===== config.mk =====
export PLATFORM = sky130hd
export DESIGN_NAME = fifo_queue_with_delete
export DESIGN_NICKNAME = d
export VERILOG_FILES = /design/src/hdl/fqd_pkg.sv /design/src/hdl/fqd_ctrl.sv /design/src/hdl/fqd_datapath.sv /design/src/hdl/fifo_queue_with_delete.sv
export SDC_FILE = /design/constraint.sdc
export NUM_CORES = 1
export LEC_CHECK = 0
export BUFFER_PORTS_ARGS = -buffer_cell sky130_fd_sc_hd__buf_2
export CORE_ASPECT_RATIO = 0.7
export CORE_MARGIN = 1
export CORE_UTILIZATION = 47
export CTS_CLUSTER_SIZE = 10
export DETAILED_ROUTE_END_ITERATION = 10
export PLACE_DENSITY = 0.6
export SKIP_CTS_REPAIR_TIMING = 1
export SYNTH_ARGS = -nofsm -noshare
export SYNTH_HDL_FRONTEND = slang
export SYNTH_SLANG_ARGS = --single-unit

===== constraint.sdc =====
create_clock -name clk -period 14.46 [get_ports clk]
set_input_delay 4.338 -clock clk [delete_from_list [all_inputs] [get_ports clk]]
set_output_delay 4.338 -clock clk [all_outputs]
set_load 0.05 [all_outputs]

===== src/hdl/fqd_pkg.sv =====
package fqd_pkg;

  localparam int DEPTH  = 16;
  localparam int IDX_W  = 4;
  localparam int CNT_W  = 5;
  localparam int DATA_W = 32;

  typedef enum logic [1:0] {
    CMD_ENQ = 2'd0,
    CMD_DEQ = 2'd1,
    CMD_DEL = 2'd2
  } cmd_t;

  typedef enum logic {
    ST_IDLE = 1'b0,
    ST_EXEC = 1'b1
  } state_t;

  // controller to datapath
  typedef struct packed {
    logic load;
    logic exec;
  } ctrl_t;

endpackage


===== src/hdl/fqd_ctrl.sv =====
module fqd_ctrl (
  input  logic          clk,
  input  logic          rst,
  input  logic          start,
  output logic          busy,
  output fqd_pkg::ctrl_t ctrl
);

  fqd_pkg::state_t state, state_next;

  always_ff @(posedge clk) begin
    if (rst) begin
      state <= fqd_pkg::ST_IDLE;
    end else begin
      state <= state_next;
    end
  end

  always_comb begin
    state_next = state;
    ctrl.load  = 1'b0;
    ctrl.exec  = 1'b0;
    busy       = 1'b0;
    case (state)
      fqd_pkg::ST_IDLE: begin
        if (start) begin
          ctrl.load  = 1'b1;
          state_next = fqd_pkg::ST_EXEC;
        end
      end
      fqd_pkg::ST_EXEC: begin
        busy       = 1'b1;
        ctrl.exec  = 1'b1;
        state_next = fqd_pkg::ST_IDLE;
      end
      default: begin
        state_next = fqd_pkg::ST_IDLE;
      end
    endcase
  end

endmodule


===== src/hdl/fqd_datapath.sv =====
module fqd_datapath (
  input  logic                        clk,
  input  logic                        rst,
  input  fqd_pkg::ctrl_t              ctrl,
  input  logic [1:0]                  cmd,
  input  logic [fqd_pkg::DATA_W-1:0]  item_value,
  output logic                        done,
  output logic                        status,
  output logic [fqd_pkg::DATA_W-1:0]  data_out,
  output logic [fqd_pkg::CNT_W-1:0]   count_after
);

  logic [1:0]                 cmd_r;
  logic [fqd_pkg::DATA_W-1:0] val_r;
  logic [fqd_pkg::DATA_W-1:0] slots [fqd_pkg::DEPTH];
  logic [fqd_pkg::CNT_W-1:0]  fill;

  logic [fqd_pkg::DEPTH-1:0]  hit;
  logic [fqd_pkg::DEPTH-1:0]  shift_mask;
  logic                       seen;
  logic                       do_enq;
  logic                       do_shift;
  logic                       ok;
  logic [fqd_pkg::CNT_W-1:0]  fill_next;
  logic [fqd_pkg::DATA_W-1:0] data_next;

  // parallel compare over the held cells, then first match from the front
  always_comb begin
    seen = 1'b0;
    for (int i = 0; i < fqd_pkg::DEPTH; i++) begin
      hit[i]        = (slots[i] == val_r) && (fqd_pkg::CNT_W'(i) < fill);
      shift_mask[i] = seen | hit[i];
      seen          = shift_mask[i];
    end
  end

  always_comb begin
    do_enq    = 1'b0;
    do_shift  = 1'b0;
    data_next = '0;
    case (fqd_pkg::cmd_t'(cmd_r))
      fqd_pkg::CMD_ENQ: begin
        do_enq = (val_r != '0) && (fill < fqd_pkg::CNT_W'(fqd_pkg::DEPTH));
      end
      fqd_pkg::CMD_DEQ: begin
        do_shift = (fill != '0);
        if (do_shift) begin
          data_next = slots[0];
        end
      end
      fqd_pkg::CMD_DEL: begin
        do_shift = (val_r != '0) && seen;
      end
      default: begin
      end
    endcase
    ok = do_enq | do_shift;
    if (do_enq) begin
      fill_next = fill + fqd_pkg::CNT_W'(1);
    end else if (do_shift) begin
      fill_next = fill - fqd_pkg::CNT_W'(1);
    end else begin
      fill_next = fill;
    end
  end

  always_ff @(posedge clk) begin
    if (ctrl.load) begin
      cmd_r <= cmd;
      val_r <= item_value;
    end
  end

  // dequeue shifts every cell; delete shifts from the first match onward
  always_ff @(posedge clk) begin
    if (ctrl.exec) begin
      for (int i = 0; i < fqd_pkg::DEPTH - 1; i++) begin
        if (do_shift && (fqd_pkg::cmd_t'(cmd_r) == fqd_pkg::CMD_DEQ || shift_mask[i])) begin
          slots[i] <= slots[i+1];
        end
      end
      if (do_enq) begin
        slots[fill[fqd_pkg::IDX_W-1:0]] <= val_r;
      end
    end
  end

  always_ff @(posedge clk) begin
    if (rst) begin
      fill <= '0;
      done <= 1'b0;
    end else begin
      done <= ctrl.exec;
      if (ctrl.exec) begin
        fill <= fill_next;
      end
    end
  end

  always_ff @(posedge clk) begin
    if (ctrl.exec) begin
      status      <= ~ok;
      data_out    <= data_next;
      count_after <= fill_next;
    end
  end

endmodule


===== src/hdl/fifo_queue_with_delete.sv =====
// Queue of nonzero handles with enqueue, dequeue and delete-first-match.
// A request taken while idle is latched, then executed in the EXEC state; the result and done are registered, done high
// for exactly one cycle; the receiver cannot stall it.
// A new request is taken only when idle, not while busy (latch, then parallel compare and shift).
// Reset (rst, synchronous): queue empty, controller idle, no result pending.
module fifo_queue_with_delete (
  input  logic                        clk,
  input  logic                        rst,
  input  logic                        start,
  output logic                        busy,
  input  logic [1:0]                  cmd,
  input  logic [fqd_pkg::DATA_W-1:0]  item_value,
  output logic                        done,
  output logic                        status,
  output logic [fqd_pkg::DATA_W-1:0]  data_out,
  output logic [fqd_pkg::CNT_W-1:0]   count_after
);

  fqd_pkg::ctrl_t ctrl;

  fqd_ctrl u_ctrl (
    .clk   (clk),
    .rst   (rst),
    .start (start),
    .busy  (busy),
    .ctrl  (ctrl)
  );

  fqd_datapath u_datapath (
    .clk         (clk),
    .rst         (rst),
    .ctrl        (ctrl),
    .cmd         (cmd),
    .item_value  (item_value),
    .done        (done),
    .status      (status),
    .data_out    (data_out),
    .count_after (count_after)
  );

endmodule

==> Yosys cells after proc, flatten, opt, wreduce, memory -nomap -nowiden <==
Memory sizes are Yosys's and may differ from the RTL's.
Index checks and enable logic that the tools add are counted.
{ "classes": {"n_addsub": 2, "n_mul": 0, "div_mod_pow": 0, "magnitude_cmp": 17, "n_eq_ne": 18, "shifts": 0, "muxes": 59, "bitwise": 18, "n_reduce_logical": 53} }
{ "ops": {"columns": ["operator", "count"], "rows": [
  ["== test 32 bit", 16],
  ["two-way mux 1 bit", 53],
  ["less-than comparator 4 x 5 -> 1 bit, first input constant", 8],
  ["logical AND 1 bit", 33],
  ["two-way mux 32 bit", 1],
  ["nonzero test 32 bit", 1],
  ["OR reduction 32 bit", 1],
  ["less-than comparator 3 x 5 -> 1 bit, first input constant", 4],
  ["bitwise OR 1 bit", 16],
  ["logical OR 1 bit", 15],
  ["less-than comparator 1 x 5 -> 1 bit, first input constant", 2],
  ["less-than comparator 2 x 5 -> 1 bit, first input constant", 2],
  ["two-way mux 5 bit", 2],
  ["adder 5 x 1 -> 5 bit, second input constant", 1],
  ["less-than comparator 5 bit, second input constant", 1],
  ["nonzero test 5 bit", 1],
  ["subtractor 5 x 1 -> 5 bit, second input constant", 1],
  ["two-way mux 4 bit", 1],
  ["case mux 1 bit (2 select lines)", 2],
  ["== test 2 x 1 -> 1 bit, second input constant", 1],
  ["== test 2 bit, second input constant", 1],
  ["logical NOT 2 bit", 1],
  ["NOT 1 bit", 2],
  ["AND reduction 2 bit", 1]
]} }
{ "word_totals": {"register_bits": 79, "latch_bits": 0, "mem_bits_rw": 512, "rom_bits": 0, "in_bits": 37, "out_inout_bits": 40, "word_cells": 176, "memories": 1} }
{ "memory_table": {"columns": ["memory", "depth", "word_bits", "rd", "rd_ports_with_merged_regs", "write_ports", "line", "source"], "rows": [
  ["u_datapath.slots", 16, 32, 16, 0, 15, "fqd_datapath.sv:15", "logic [fqd_pkg::DATA_W-1:0] slots [fqd_pkg::DEPTH];"]
]} }

==> Longest topological paths before layout <==
{ "logic_depth": {"ltp_word": 24, "mapped_depth": 13, "mapped_depth_nobuf": 10} }

==> Hierarchy <==
A second synthesis with hierarchy kept.
{ "unflattened": {"cells_unflattened": 2224, "area_unflattened_um2": 31201.2} }
{ "by_module_without_submodules": {"columns": ["module", "n_inst", "cells_each", "area_each_um2", "seq_area_each_um2"], "rows": [
  ["fqd_datapath", 1, 2219, 31147.4, 17656.9],
  ["fqd_ctrl", 1, 5, 53.8, 20.0]
]} }

==> Worst setup path before layout <==
OpenSTA, ideal clock, no wires.
{ "synth_timing": {"path_kind": "in2reg", "from": "in start", "to": "reg u_datapath.cmd_r[0], enable pin", "setup_ps": 430, "arrival_time_ps": 5890, "t_required_ps": 14030, "slack_ps": 8140, "cell_stages": 1, "n_path_buf": 0, "path_cell_list": "nor2b_1"} }
{ "synth_via": {"elab_chain_len": 2} }
{ "synth_rtl": {"columns": ["item", "line", "source"], "rows": [
  ["start: declaration", "fifo_queue_with_delete.sv:9", "input logic start,"],
  ["two-way mux 1 bit", "fqd_ctrl.sv:26", "if (start) begin"],
  ["two-way mux 1 bit", "fqd_ctrl.sv:24", "case (state)"],
  ["end signal: assignment", "fqd_datapath.sv:69", "cmd_r <= cmd;"],
  ["end: declaration", "fqd_datapath.sv:13", "logic [1:0] cmd_r;"]
]} }
Every way passes these cells.
A chain may end at the register's enable or synchronous reset.

==> Worst setup path after layout <==
{ "layout_timing": {"from": "reg u_ctrl.state", "to": "out busy"} }
{ "layout_via": {"elab_chain_len": 1} }
{ "layout_rtl": {"columns": ["item", "line", "source"], "rows": [
  ["start: declaration", "fqd_ctrl.sv:9", "fqd_pkg::state_t state, state_next;"],
  ["start signal: assignment", "fqd_ctrl.sv:13", "state <= fqd_pkg::ST_IDLE;"],
  ["start signal: assignment", "fqd_ctrl.sv:15", "state <= state_next;"],
  ["two-way mux 1 bit", "fqd_ctrl.sv:24", null],
  ["end: declaration", "fifo_queue_with_delete.sv:10", "output logic busy,"]
]} }
Every way passes these cells.

==> metrics.yaml <==
synthesis:
  synthTopCellsByArea: "edfxtp_1, mux2_2, xor2_1"
  synth_most_common_cell: "edfxtp_1"
  synth_area_leader_cell: "edfxtp_1"
  synth_top_family_by_area: "multiplexers"
  syn_area_per_cell_sq_um: 13.9
  async_flop_share: 0
  syn_nets: 2317
  synth_fa_ha_area_frac: 0.00318
  yosys_warnings: 0
  synth_area_sq_um: 31500
  synth-simple-area-share: 0.0758
  synth_top_area_frac: 0.557
  synthMuxAreaShare: 0.165
  synth_compound_area_frac: 0.0140
  synthTopCellsByCount: "edfxtp_1, mux2_2, xor2_1"
  yosys_register_bits: 591
  synth_edf_count: 584
  ys.flop_type: "edfxtp_1"
  synth_cells: 2272
  synth-xor-area-share: 0.142
  yosysSeqAreaShare: 0.562
  synth_cell_type_count: 54
cts:
  cts_root_buf: "clkbuf_16"
  cts_tree: "built"
  clock-sinks: 591
  cts.htree.levels: 3
  cts.path.max_buffers: 3
  cts.clk_slew.worst_paths_ps: 60
  numCtsBuffers: 69
  clkLatencyLatePin_ps: 620
floorplanning:
  io_pins: 77
  die_h_um: 219
  coreArea_sq_um: 65500
  rows: 78
  dieArea_sq_um: 68000
  die_w_um: 311
  start_util: 0.481
placed_design:
  place_congestion: 0.987
  place_area_sq_um: 32500
  dp_hpwl_um: 61900
  numPortBuffers: 76
global_route:
  grt_usage: 0.265
  grt_antenna_before_repair: 2
  grt_pass1_wl_um: 132000
  grt_pass1_vias: 19000
  grt_max_degree: 52
  overflow: 0
setup_path:
  crit_chain: "buf_4 > buf_2"
  crit_fanout: 51
  worstSetupStartpointType: "register"
  cp.required_ps: 10120
  cp-end-kind: "output port"
  arrival_ps: 1840
  path_class: "reg2out"
  cp_slowest_cell: "buf_4"
  max_stage_delay_ps: 520
route:
  wl_per_cell_um: 27.9
  drc: 0
  num_vias: 19100
  vias_per_cell: 5.93
  drt-total-wl_um: 89900
  ant_nets: 0
  drt_pass1_iterations: 7
  drt_iter0_markers: 1963
timing:
  period_needed_ps: 6170
  hold_viol: 0
  maxSlewViolCount: 0
  maxSlewHeadroom: 0.176
  clock_skew_ps: 22.5
  setup_tns_ps: 0
  worst_pin_slew_ps: 1230
  fin_crit_sh: 0.427
  fmax_mhz: 162
  rsz0062_at_grt: "no"
  setup-violations-final: 0
finish:
  fin_area_sq_um: 34400
  layout.nets: 2355
  drive_gt1_frac: 0.286
  syn_to_final_growth_pct: 9.25
status:
  status: "finished clean"
job:
  cap_viol_max_count: 0
worst_hold_path:
  min_path_type: "reg2reg"
power:
  max-vdd-ir-drop_uv: 103
  p_leak_nw: 11.4
  power_density_nw_per_um2: 108
-- report_power, final --
part           switching (mW)  internal [mW]  leakage (nW)
combinational           0.180         0.0710          5.17
clock                   0.685          0.888         0.925
sequential            0.00937           1.88          5.35
total                   0.874           2.83          11.4
-- worst max-delay path: cells and delay by family (launching register included) --
kind	cells	cell delay, ps
buffers and inverters	2	900
flip-flops	1	320
-- kinds of logic after synthesis --
| family | after synthesis |
|---|---|
| adder cells (fa/ha/maj) | 8 |
| XOR/XNOR | 512 |
| AO/OA/AOI/OAI | 73 |
| buffers and inverters | 203 |
| AND/OR/NAND/NOR | 425 |
| flip-flops | 591 |
| multiplexers | 460 |
-- stage by stage --
stage,util,hold slack [ps],setup slack (ps),power (mW),std cells
final,0.525,446,8290,3.71,3218
after global placement,0.496,445,8850,2.16,3119
after CTS,0.525,448,8240,3.73,3217
after floorplan,-,421,8140,2.09,2272
after global routing,0.525,453,8200,3.81,3217
after detailed placement,0.496,440,8790,2.17,3119
-- registers in the layout, indices dropped and copies added, names as in the netlist --
| register | flops |
|---|---|
| u_datapath.val_r | 32 |
| u_datapath.fill | 5 |
| u_ctrl.state | 1 |
| u_datapath.slots | 512 |
| u_datapath.data_out | 32 |
| u_datapath.done | 1 |
| u_datapath.cmd_r | 2 |
| u_datapath.count_after | 5 |
| u_datapath.status | 1 |
-- layout by cell type (no fill, tap or decap), drive strengths merged, types with 2 or more instances in the layout --
master	instances
nor4	103
edfxtp	584
a31oi	3
ha	8
xnor2	212
nand2	73
nor2	32
nand4b	3
clkinv	3
inv	19
and3	10
or2	4
nor4b	4
o22ai	3
a21oi	7
a2111oi	2
or3	2
nor3	39
nor2b	6
buf	156
xor2	300
o21a	2
or4	2
o21ai	43
nand4	83
mux2	459
nand3	28
a31o	2
a211oi	2
o311ai	2
and2	34
clkbuf	90
dfxtp	7
-- cell type report --
cell class / instances / area (sq um)
inverters: 14 / 52.6
well taps: 880 / 1100
flip-flops and latches: 591 / 17700
clock inverters: 8 / 55.1
repair buffers: 156 / 981
clock buffers: 90 / 1850
fillers: 5469 / 31100
diodes: 1 / 2.50
multi-input cells: 1478 / 12700
-- path summary, 6_finish.rpt --
path                            slack (ps)                                 to  depth (start not counted)                           start
worst max-delay path                  8290                               busy                          2         u_ctrl.state$_SDFF_PP0_
worst max register to register        9540   u_datapath.slots[1][1]$_DFFE_PP_                         11  u_datapath.val_r[26]$_DFFE_PP_
worst min register to register         450  u_datapath.slots[15][3]$_DFFE_PP_                          0   u_datapath.val_r[3]$_DFFE_PP_
worst min-delay path                   450  u_datapath.slots[15][3]$_DFFE_PP_                          0   u_datapath.val_r[3]$_DFFE_PP_
-- per-layer routing --
metal,part of all wire,global-route usage,vias to the layer above
met5,0,0,-
met4,0.018,0.0545,0
met3,0.085,0.0634,111
met2,0.42,0.385,718
met1,0.47,0.399,9827
li1,-,-,8442
Note: power is estimated with default switching activity, not from simulation.
